$ cat src/hdl/sstq_pkg.sv
// sstq_pkg: shared types, codes and sizes for the sorted software timer queue.
// No dependencies; imported by sstq_alu, sstq_list, sorted_software_timer_queue and the bench.
`timescale 1ns / 1ps

package sstq_pkg;

  // pool size and derived widths
  localparam int NUM_TIMERS = 16;
  localparam int SLOTS      = (NUM_TIMERS < 16) ? NUM_TIMERS : 16;
  localparam int PTR_W      = (SLOTS > 1) ? $clog2(SLOTS) : 1;
  localparam int CNT_W      = $clog2(SLOTS + 1);
  localparam int ID_W       = 4;
  localparam int DL_W       = 32;
  localparam logic [DL_W-1:0] MAX_DL = {DL_W{1'b1}};

  // request codes
  localparam logic [1:0] REQ_ALLOC = 2'd0;
  localparam logic [1:0] REQ_FREE  = 2'd1;
  localparam logic [1:0] REQ_ARM   = 2'd2;
  localparam logic [1:0] REQ_TICK  = 2'd3;

  // result kinds
  localparam logic [1:0] K_ALLOC = 2'd0;
  localparam logic [1:0] K_ACK   = 2'd1;
  localparam logic [1:0] K_EXP   = 2'd2;
  localparam logic [1:0] K_TICK  = 2'd3;

  // result status
  localparam logic [1:0] ST_OK       = 2'd0;
  localparam logic [1:0] ST_NOFREE   = 2'd1;
  localparam logic [1:0] ST_NOTALLOC = 2'd2;

  // slot states
  localparam logic [1:0] SL_FREE  = 2'd0;
  localparam logic [1:0] SL_ALLOC = 2'd1;
  localparam logic [1:0] SL_ARMED = 2'd2;

  typedef struct packed {
    logic [1:0]      req_type;
    logic [ID_W-1:0] timer_id;
    logic [31:0]     delay;
    logic [7:0]      tag;
    logic [1:0]      dest_queue;
  } req_t;

  typedef struct packed {
    logic [1:0]      kind;
    logic [1:0]      status;
    logic [ID_W-1:0] timer_id_res;
    logic [7:0]      tag_res;
    logic [1:0]      dest_queue_res;
    logic            last;
  } res_t;

  // sequencer states
  typedef enum logic [2:0] {
    S_IDLE,
    S_ALLOC,
    S_FIND,
    S_ADD,
    S_INS,
    S_TICK,
    S_EXP
  } state_t;

  // list operations
  typedef enum logic [1:0] {
    L_NONE,
    L_INS,
    L_DEL
  } lop_t;

  typedef struct packed {
    lop_t             op;
    logic [PTR_W-1:0] pos;
    logic [PTR_W-1:0] id;
    logic [DL_W-1:0]  dl;
  } lcmd_t;

  typedef struct packed {
    logic [CNT_W-1:0] count;
    logic [PTR_W-1:0] rd_id;
    logic [DL_W-1:0]  rd_dl;
  } lstat_t;

  // result beat builder
  function automatic res_t mk_res(logic [1:0] kind, logic [1:0] status,
                                  logic [ID_W-1:0] id, logic [7:0] tag,
                                  logic [1:0] dest, logic last);
    res_t r;
    r.kind           = kind;
    r.status         = status;
    r.timer_id_res   = id;
    r.tag_res        = tag;
    r.dest_queue_res = dest;
    r.last           = last;
    return r;
  endfunction

endpackage

$ cat src/hdl/sstq_alu.sv
// sstq_alu: the one shared 32-bit add / compare unit of the timer queue.
// Depends on sstq_pkg.
`timescale 1ns / 1ps

module sstq_alu (
  input  logic [sstq_pkg::DL_W-1:0] a,
  input  logic [sstq_pkg::DL_W-1:0] b,
  input  logic                      sub,
  output logic [sstq_pkg::DL_W-1:0] sum,
  output logic                      carry
);
  import sstq_pkg::*;

  logic [DL_W:0] full;

  // add: carry flags overflow; subtract: carry set means a >= b
  always_comb begin
    full  = {1'b0, a} + {1'b0, (sub ? ~b : b)} + {{DL_W{1'b0}}, sub};
    sum   = full[DL_W-1:0];
    carry = full[DL_W];
  end

endmodule

$ cat src/hdl/sstq_list.sv
// sstq_list: deadline-sorted list of armed timers, one insert or delete a cycle.
// Depends on sstq_pkg.
`timescale 1ns / 1ps

module sstq_list (
  input  logic             clk,
  input  logic             rst,
  input  sstq_pkg::lcmd_t  cmd,
  output sstq_pkg::lstat_t stat
);
  import sstq_pkg::*;

  logic [PTR_W-1:0] list_id [SLOTS];
  logic [DL_W-1:0]  list_dl [SLOTS];
  logic [CNT_W-1:0] count;

  // entry shifting: insert opens a hole at pos, delete closes it
  always_ff @(posedge clk) begin
    for (int i = 0; i < SLOTS; i++) begin
      if (cmd.op == L_INS) begin
        if (i == int'(cmd.pos)) begin
          list_id[i] <= cmd.id;
          list_dl[i] <= cmd.dl;
        end else if (i > int'(cmd.pos)) begin
          list_id[i] <= list_id[i-1];
          list_dl[i] <= list_dl[i-1];
        end
      end else if (cmd.op == L_DEL) begin
        if (i >= int'(cmd.pos) && i < SLOTS - 1) begin
          list_id[i] <= list_id[i+1];
          list_dl[i] <= list_dl[i+1];
        end
      end
    end
  end

  // fill count
  always_ff @(posedge clk) begin
    if (rst) begin
      count <= '0;
    end else if (cmd.op == L_INS) begin
      count <= count + CNT_W'(1);
    end else if (cmd.op == L_DEL) begin
      count <= count - CNT_W'(1);
    end
  end

  // single read port at the walk position
  always_comb begin
    stat.count = count;
    stat.rd_id = list_id[cmd.pos];
    stat.rd_dl = list_dl[cmd.pos];
  end

endmodule

$ cat src/hdl/sorted_software_timer_queue.sv
// sorted_software_timer_queue: top level, request sequencer and slot tables.
// Depends on sstq_pkg, sstq_alu, sstq_list.
//
//  channel  | signals                  | handshake
//  ---------+--------------------------+-----------------------------------
//  request  | start, busy, req         | beat taken when start && !busy
//  result   | result_valid, result     | one-cycle strobe, always taken
//
// Steps: alloc checks one slot per cycle; free of an unarmed slot and rejected
// requests are answered from idle; withdraw walks the list one entry per cycle
// (up to SLOTS); arm forms the deadline in the shared adder, then walks the list
// one entry per cycle (up to SLOTS), after any withdraw; tick steps the count,
// then pops the expired timers. All steps share the one 32-bit adder/comparator.
// Reset is synchronous and clears slot states, list count and tick count.
// The receiver cannot stall: each result is shown for exactly one cycle.
`timescale 1ns / 1ps

module sorted_software_timer_queue (
  input  logic           clk,
  input  logic           rst,
  input  logic           start,
  output logic           busy,
  input  sstq_pkg::req_t req,
  output logic           result_valid,
  output sstq_pkg::res_t result
);
  import sstq_pkg::*;

  localparam logic [ID_W:0] SLOTS_V = (ID_W + 1)'(SLOTS);

  state_t           state, state_next;
  logic [PTR_W-1:0] ptr, ptr_next;
  req_t             req_q;
  logic [DL_W-1:0]  tick, dl, dl_next;

  logic [1:0]       slot_state [SLOTS];
  logic [7:0]       slot_tag   [SLOTS];
  logic [1:0]       slot_dest  [SLOTS];

  logic             st_we, tag_we, tick_we;
  logic [PTR_W-1:0] st_idx, sidx, qidx, ridx;
  logic [1:0]       st_val, sst;
  logic             id_ok;

  logic [DL_W-1:0]  alu_a, alu_b, alu_sum;
  logic             alu_sub, alu_carry;

  lcmd_t            lcmd;
  lstat_t           lstat;

  res_t             res_next;
  logic             res_vld_next;

  sstq_alu u_alu (
    .a     (alu_a),
    .b     (alu_b),
    .sub   (alu_sub),
    .sum   (alu_sum),
    .carry (alu_carry)
  );

  sstq_list u_list (
    .clk  (clk),
    .rst  (rst),
    .cmd  (lcmd),
    .stat (lstat)
  );

  // slot state read address: request id while idle, scan pointer otherwise
  assign id_ok = {1'b0, req.timer_id} < SLOTS_V;
  assign qidx  = req_q.timer_id[PTR_W-1:0];
  assign sidx  = (state == S_IDLE) ? req.timer_id[PTR_W-1:0] : ptr;
  assign sst   = slot_state[sidx];
  assign ridx  = lstat.rd_id;
  assign busy  = (state != S_IDLE);

  // state register
  always_ff @(posedge clk) begin
    if (rst) begin
      state <= S_IDLE;
    end else begin
      state <= state_next;
    end
  end

  // sequencer
  always_comb begin
    state_next   = state;
    ptr_next     = ptr;
    dl_next      = dl;
    res_next     = mk_res(K_TICK, ST_OK, '0, '0, '0, 1'b1);
    res_vld_next = 1'b0;
    st_we        = 1'b0;
    st_idx       = qidx;
    st_val       = SL_FREE;
    tag_we       = 1'b0;
    tick_we      = 1'b0;
    alu_a        = tick;
    alu_b        = req_q.delay;
    alu_sub      = 1'b0;
    lcmd.op      = L_NONE;
    lcmd.pos     = ptr;
    lcmd.id      = qidx;
    lcmd.dl      = dl;
    case (state)
      S_IDLE: begin
        ptr_next = '0;
        if (start) begin
          case (req.req_type)
            REQ_ALLOC: state_next = S_ALLOC;
            REQ_FREE: begin
              if (!id_ok) begin
                res_next     = mk_res(K_ACK, ST_NOTALLOC, req.timer_id, '0, '0, 1'b1);
                res_vld_next = 1'b1;
              end else if (sst == SL_ARMED) begin
                state_next = S_FIND;
              end else begin
                st_we        = 1'b1;
                st_idx       = req.timer_id[PTR_W-1:0];
                st_val       = SL_FREE;
                res_next     = mk_res(K_ACK, ST_OK, req.timer_id, '0, '0, 1'b1);
                res_vld_next = 1'b1;
              end
            end
            REQ_ARM: begin
              if (!id_ok || sst == SL_FREE) begin
                res_next     = mk_res(K_ACK, ST_NOTALLOC, req.timer_id, '0, '0, 1'b1);
                res_vld_next = 1'b1;
              end else if (sst == SL_ARMED) begin
                state_next = S_FIND;
              end else begin
                state_next = S_ADD;
              end
            end
            default: state_next = S_TICK;
          endcase
        end
      end
      // first free slot, one per cycle
      S_ALLOC: begin
        if (sst == SL_FREE) begin
          st_we        = 1'b1;
          st_idx       = ptr;
          st_val       = SL_ALLOC;
          res_next     = mk_res(K_ALLOC, ST_OK, ID_W'(ptr), '0, '0, 1'b1);
          res_vld_next = 1'b1;
          state_next   = S_IDLE;
        end else if (ptr == PTR_W'(SLOTS - 1)) begin
          res_next     = mk_res(K_ALLOC, ST_NOFREE, '0, '0, '0, 1'b1);
          res_vld_next = 1'b1;
          state_next   = S_IDLE;
        end else begin
          ptr_next = ptr + PTR_W'(1);
        end
      end
      // withdraw an armed timer from the list
      S_FIND: begin
        if (lstat.count == CNT_W'(ptr) || ridx == qidx) begin
          if (lstat.count != CNT_W'(ptr)) begin
            lcmd.op = L_DEL;
          end
          ptr_next = '0;
          if (req_q.req_type == REQ_FREE) begin
            st_we        = 1'b1;
            st_val       = SL_FREE;
            res_next     = mk_res(K_ACK, ST_OK, req_q.timer_id, '0, '0, 1'b1);
            res_vld_next = 1'b1;
            state_next   = S_IDLE;
          end else begin
            state_next = S_ADD;
          end
        end else begin
          ptr_next = ptr + PTR_W'(1);
        end
      end
      // deadline = tick + delay, saturating
      S_ADD: begin
        dl_next    = alu_carry ? MAX_DL : alu_sum;
        ptr_next   = '0;
        state_next = S_INS;
      end
      // walk to the first entry with deadline >= new deadline
      S_INS: begin
        alu_a   = lstat.rd_dl;
        alu_b   = dl;
        alu_sub = 1'b1;
        if (lstat.count == CNT_W'(ptr) || alu_carry) begin
          lcmd.op      = L_INS;
          st_we        = 1'b1;
          st_val       = SL_ARMED;
          tag_we       = 1'b1;
          res_next     = mk_res(K_ACK, ST_OK, req_q.timer_id, '0, '0, 1'b1);
          res_vld_next = 1'b1;
          state_next   = S_IDLE;
        end else begin
          ptr_next = ptr + PTR_W'(1);
        end
      end
      S_TICK: begin
        alu_b      = DL_W'(1);
        tick_we    = 1'b1;
        ptr_next   = '0;
        state_next = S_EXP;
      end
      // pop expired timers from the head, one per cycle
      S_EXP: begin
        alu_a   = tick;
        alu_b   = lstat.rd_dl;
        alu_sub = 1'b1;
        if (lstat.count != '0 && alu_carry) begin
          lcmd.op      = L_DEL;
          st_we        = 1'b1;
          st_idx       = ridx;
          st_val       = SL_ALLOC;
          res_next     = mk_res(K_EXP, ST_OK, ID_W'(ridx), slot_tag[ridx],
                                slot_dest[ridx], 1'b0);
          res_vld_next = 1'b1;
        end else begin
          res_vld_next = 1'b1;
          state_next   = S_IDLE;
        end
      end
      default: state_next = S_IDLE;
    endcase
  end

  // control registers
  always_ff @(posedge clk) begin
    if (rst) begin
      result_valid <= 1'b0;
      tick         <= '0;
      for (int i = 0; i < SLOTS; i++) begin
        slot_state[i] <= SL_FREE;
      end
    end else begin
      result_valid <= res_vld_next;
      if (tick_we) begin
        tick <= alu_sum;
      end
      if (st_we) begin
        slot_state[st_idx] <= st_val;
      end
    end
  end

  // payload registers
  always_ff @(posedge clk) begin
    result <= res_next;
    ptr    <= ptr_next;
    dl     <= dl_next;
    if (start && !busy) begin
      req_q <= req;
    end
    if (tag_we) begin
      slot_tag[qidx]  <= req_q.tag;
      slot_dest[qidx] <= req_q.dest_queue;
    end
  end

  // checks
  a_tick_last: assert property (@(posedge clk) disable iff (rst)
    result_valid && result.kind == K_TICK |-> result.last)
    else $error("tick done beat without last");

  a_exp_not_last: assert property (@(posedge clk) disable iff (rst)
    result_valid && result.kind == K_EXP |-> !result.last)
    else $error("expiry beat marked last");

  a_busy_start: assert property (@(posedge clk) disable iff (rst)
    $rose(busy) |-> $past(start))
    else $error("busy rose without a request");

  a_count_range: assert property (@(posedge clk) disable iff (rst)
    lstat.count <= CNT_W'(SLOTS))
    else $error("list count beyond pool size");

endmodule

$ cat config.mk
export PLATFORM = sky130hd
export DESIGN_NAME = sorted_software_timer_queue
export DESIGN_NICKNAME = d
export VERILOG_FILES = /design/src/hdl/sstq_pkg.sv /design/src/hdl/sstq_alu.sv /design/src/hdl/sstq_list.sv /design/src/hdl/sorted_software_timer_queue.sv
export SDC_FILE = /design/constraint.sdc
export NUM_CORES = 2
export LEC_CHECK = 0
export CAP_MARGIN = 20
export CORE_ASPECT_RATIO = 0.8
export CORE_MARGIN = 4
export CORE_UTILIZATION = 50
export CTS_CLUSTER_DIAMETER = 100
export DETAILED_ROUTE_END_ITERATION = 6
export DONT_BUFFER_PORTS = 1
export PLACE_DENSITY = 0.73
export SLEW_MARGIN = 20
export SYNTH_ARGS = -nofsm -noshare
export SYNTH_HDL_FRONTEND = slang
export SYNTH_SLANG_ARGS = --single-unit
$ cat constraint.sdc
create_clock -name clk -period 21.4 [get_ports clk]
set_input_delay 1.07 -clock clk [delete_from_list [all_inputs] [get_ports clk]]
set_output_delay 1.07 -clock clk [all_outputs]
set_load 0.02 [all_outputs]
Word-level counts from Yosys, hierarchy flattened. Memory sizes are Yosys's and may differ from the RTL's. A register that Yosys moved wholly into a read port is not among the register bits. Cells that the tools add are included.

$add $sub $neg: 5. Order comparisons: 30. Eq/ne operators: 41. Multiplexer cells: 306. Bitwise gates (word level): 61. Reductions and logical operators: 18.

Operators by type and width (count): two-way mux 32 bit (32); two-way mux 1 bit (194); two-way mux 4 bit (43); two-way mux 19 bit (8); case mux 32 bit (3 select lines) (1); case mux 19 bit (5 select lines) (1); OR 1 bit (60); case mux 19 bit (2 select lines) (1); adder 32 x 32 -> 33 bit (1); adder 33 x 1 -> 33 bit (1); == test 4 bit, first input constant (8); greater-than comparator 4 bit, first input constant (8); inverter 32 bit (1); >= comparator 4 bit, first input constant (7); two-way mux 3 bit (8); case mux 3 bit (7 select lines) (1); two-way mux 18 bit (1); == test 3 x 4 -> 1 bit, first input constant (4); >= comparator 3 x 4 -> 1 bit, first input constant (4); greater-than comparator 3 x 4 -> 1 bit, first input constant (4); case mux 4 bit (4 select lines) (1); inequality test 2 bit, second input constant (7); two-way mux 2 bit (6); case mux 2 bit (3 select lines) (2); 38 further kinds (57).

Register bits after elaboration: 144. RAM bits: 768. Input bits: 51. Logic and storage cells: 483. Memories kept: 5.

Memory list: u_list.list_dl (words 16, bits a word 32, read ports 17, clocked after memory_dff 1, wr ports 16, RTL line sstq_list.sv:14) `logic [DL_W-1:0] list_dl [SLOTS];`; slot_tag (words 16, bits a word 8, read ports 1, clocked after memory_dff 0, wr ports 1, RTL line sorted_software_timer_queue.sv:37) `logic [7:0] slot_tag [SLOTS];`; u_list.list_id (words 16, bits a word 4, read ports 17, clocked after memory_dff 1, wr ports 16, RTL line sstq_list.sv:13) `logic [PTR_W-1:0] list_id [SLOTS];`; slot_dest (words 16, bits a word 2, read ports 1, clocked after memory_dff 0, wr ports 1, RTL line sorted_software_timer_queue.sv:38) `logic [1:0] slot_dest [SLOTS];`; slot_state (words 16, bits a word 2, read ports 1, clocked after memory_dff 0, wr ports 16, RTL line sorted_software_timer_queue.sv:36) `logic [1:0] slot_state [SLOTS];`.

Depth between registers and ports, before layout.
Depth after elaboration: 14. Mapped depth: 29. Depth with buffers taken out: 21.

Hierarchy. From an unflattened synthesis, not the netlist that was laid out.

Cell total of the unflattened synthesis: 4042. Area total of the unflattened synthesis: 50059.3 um^2.

Modules (own cells, without submodules): sstq_list (times used 1, cells each 2737, area each 33445.8 um^2, sequential area each 17396.7 um^2); sorted_software_timer_queue (times used 1, cells each 1019, area each 14506.4 um^2, sequential area each 9389.0 um^2); sstq_alu (times used 1, cells each 286, area each 2107.0 um^2, sequential area each 0.0 um^2).

Worst setup path before layout. Ideal clock, no wire load.

Path kind: flip-flop to flip-flop. From: reg (tool-made name). To: mem u_list.list_dl[2][0] (enable). Data arrival time: 9.119 ns. Required time: 20.881 ns. Setup slack: 11.762 ns. Stages on the path, launching flop included: 24. Buffers on the path: 8. Clock period less this slack: 9.638 ns. Cell sequence: dfxtp_1 > buf_6 > clkbuf_1 > clkbuf_1 > buf_1 > mux4_2 > mux4_2 > mux2i_1 > a22o_1 > ha_1 > clkbuf_1 > a211oi_1 > o21bai_1 > a31oi_1 > nand3_1 > o21a_1 > a21o_1 > clkbuf_1 > nor2_1 > ha_1 > clkbuf_1 > clkbuf_1 > nor2_1 > nor4_1.

RTL lines (RTL line): end: declaration (sstq_list.sv:14).

==> summary.md <==
| Metric | Value |
|---|---|
| Status | complete, no violations |
| Clk pin slew, worst setup/hold paths | 70 ps |
| Initial drt markers | 5526 |
| CTS tree | yes |
| Port Buf Inserts | 0 |
| Max Fclk | 95.4 MHz |
| Fill cell count | 7991 |
| Worst VDD drop | 0.0815 mV |
| Sequential power share | 40.6% |
| Met1 WL | 59200 µm |
| Placed inst area | 51200 µm² |
| RSZ-0062 raised after global routing | false |
| # IOs | 72 |
| Post-DP HPWL | 88100 µm |
| Cts repair resizes | 0 |
| Fin. max-slew vios | 0 |
| Min Tclk post-route | 10490 ps |
| Most common cell after layout, fill and taps aside | edfxtp_1 |
| Place WS | 11060 ps |
| Period utilisation layout | 49.0% |
| WL met2 | 66500 µm |
| GPL Wtd Cong | 0.922 |
| Max cap viols | 0 |
| CP Data Required Time | 21690 ps |
| Crit start category | flop |
| Final wirelength | 155000 µm |
| Number of buffers created by CTS | 87 |
| Layout net count | 4088 |
| Pwr Density | 115 nW/µm² |
| First drt pass iteration count | 6 |
| Syn Inst Count | 4194 |
| Via count | 36267 |
| Drt wl/cell | 28.8 µm |
| First-pass GRT wire length | 227000 µm |
| Starting Density | 50.5% |
| FFs w/ async S/R, synth | 0% |
| Critical path arrival | 10780 ps |
| Sw power | 2.22 mW |
| Worst slew pin tran | 1220 ps |
| Final total power | 6.21 mW |
| Finished Cell Area | 54100 µm² |
| Final worst setup slack | 10910 ps |
| Gate power share | 33.3% |
| Fin Setup TNS | 0 ps |
| Die area | 105000 µm² |
| Most frequent cells in the layout | edfxtp_1, mux2i_1, nand2_1 |
| Final ANT Viol Nets | 0 |
| Yosys cell types | 81 |
| Sw Ratio | 35.8% |
| Vias in the first global route | 34249 |
| Row Count | 103 |
| Hold path startpoint | tick[31] |
| Seq/Total Area, Yosys | 53.8% |
| Share of cells above drive strength 1 | 13.8% |
| Synthesized flop and latch total | 916 |
| Top_reg_cell synth | edfxtp_1 |
| Initial antenna violation count | 1 |
| Post-CTS setup buffers | 0 |
| Clock Sinks | 916 |
| Clk buf depth | 3 |
| Leakage | 19.6 nW |
| Multi-input logic area | 21900 µm² |
| Internal | 3.99 mW |
| Post-Syn Area | 49900 µm² |
| Warnings, synthesis | 0 |
| Clk_skew | 42.5 ps |
| Vias per inst | 6.74 |
| Final Hold Fails | 0 |
| Worst Path Max Fanout | 43 |
| Largest net degree at the start of global routing | 83 |
| Synthesis-to-finish area growth | 8.39% |
| Die W | 361 µm |
| Hold-fix buffers at CTS | 0 |
| Worst hold path class | flop to flop |
| Clock power frac | 26.0% |
| Avg Inst Size Synth | 11.9 µm² |
| Core ar. | 98800 µm² |
| CP Class | flop to flop |
| Die Ht | 291 µm |
| Root Buffer | clkbuf_16 |
| H-tree depth | 3 |
| Worst setup EP type | flop |
| Grt total ovfl | 0 |
| Slew HR | 18.9% |
| Final setup vio count | 0 |
| Max layer used | met4 |
| Area of all sequential standard cells | 26900 µm² |
| Post-synth EDFFs | 852 |
| GRT Overall Usage | 28.7% |
| Number of remaining DRC errors | 0 |
| Clk Latency, worst-skew pair | 680 ps |
| Metal3 WL | 21900 µm |
| Syn_nets | 4291 |
cell families after synthesis:
kind of cell,count (synthesis),synth area share (%)
flip-flops,916,53.8
buffers and inverters,406,3.12
multiplexers,861,22.2
AND/OR/NAND/NOR,1035,8.69
adder cells (fa/ha/maj),46,1.18
XOR/XNOR,49,0.860
AO/OA/AOI/OAI,881,10.2
registers in the layout (all words and copies together), names as in the netlist, named ones only:
signal / cells
slot_tag: 128
slot_dest: 32
u_list.list_id: 64
slot_state: 32
ptr: 4
u_list.list_dl: 512
u_list.count: 5
req_q: 44
qidx: 4
result_valid: 1
state: 3
result: 19
tick: 32
dl: 32
synthesized netlist by cell type, drive strengths merged (3+ instances only):
master	number	share of area, %
o22ai	3	0.038
xor2	15	0.26
mux2i	590	12
o21bai	6	0.090
a31o	6	0.11
nand2	552	4.2
nor2b	50	0.63
a211oi	52	0.79
a31oi	7	0.088
a21boi	5	0.075
o211ai	8	0.13
mux4	186	8.4
or3b	4	0.070
o21ai	344	3.4
a22o	31	0.54
or3	5	0.063
a22oi	35	0.53
and2	24	0.31
clkbuf	304	2.3
or2	5	0.063
and3	5	0.063
o21a	9	0.14
a21oi	315	3.2
edfxtp	852	51
nor3	33	0.40
inv	36	0.27
ha	44	1.1
nor2	301	2.3
a221o	5	0.10
mux2	85	1.9
o31ai	4	0.060
nand3	24	0.24
dfxtp	64	2.6
xnor2	34	0.60
a21o	25	0.38
nand2b	11	0.14
buf	64	0.55
and4	3	0.053
nand4	10	0.13
through the flow:
step | util, % | cells | hold slack, ps
finish | 54.7 | 5379 | 456
global route | 54.7 | 5376 | 459
CTS | 54.7 | 5375 | 438
detailed placement | 51.8 | 5213 | 445
global placement | 51.7 | 5213 | 437
floorplan | - | 4194 | 437
path summary, 6_finish.rpt:
kind,end,slack (ps),cells after the start
worst max-delay path,u_list.list_dl[1][8],10910,23
worst min-delay path,tick[31],460,2
worst max register to register,u_list.list_dl[1][8],10910,23
worst min register to register,tick[31],460,2
layout make-up:
cell class / count / area share, %
clock buffer: 114 / 4.42
tap: 1312 / 3.03
multi-input combinational: 2872 / 40.5
sequential: 916 / 49.7
timing repair buffer: 76 / 1.07
clock inverter: 48 / 0.992
inverter: 38 / 0.264
antenna: 3 / 0.0139
power groups by stage:
stage	Sequential, mW	Combinational (mW)	Clock (mW)
3_5_place_dp	2.55	2.02	0
2_1_floorplan	2.41	1.48	0
5_1_grt	2.54	2.19	1.70
4_1_cts	2.51	2.02	1.62
3_3_place_gp	2.55	1.97	0
6_report	2.52	2.07	1.62
layer usage:
metal,global-route usage [%],vias up
met5,0,-
met4,11.4,0
met3,8.72,463
met2,41.9,2785
met1,40.3,17712
li1,-,15307
critical path: stages (launching register included):
cell	delay, ps
dfxtp_4	830
buf_4	780
buf_4	860
mux4_2	590
mux4_2	500
mux2i_1	150
a22o_1	150
ha_1	220
nand2_1	90
o211ai_1	240
nand4_1	250
a21oi_1	420
o21a_1	350
a21o_1	570
nor2_1	210
inv_1	100
ha_1	210
nor2b_1	670
nand2_1	430
nor2_4	820
buf_4	610
a21oi_1	150
o21ai_4	150
buf_4	590
Note: power is estimated with default switching activity, not from simulation.
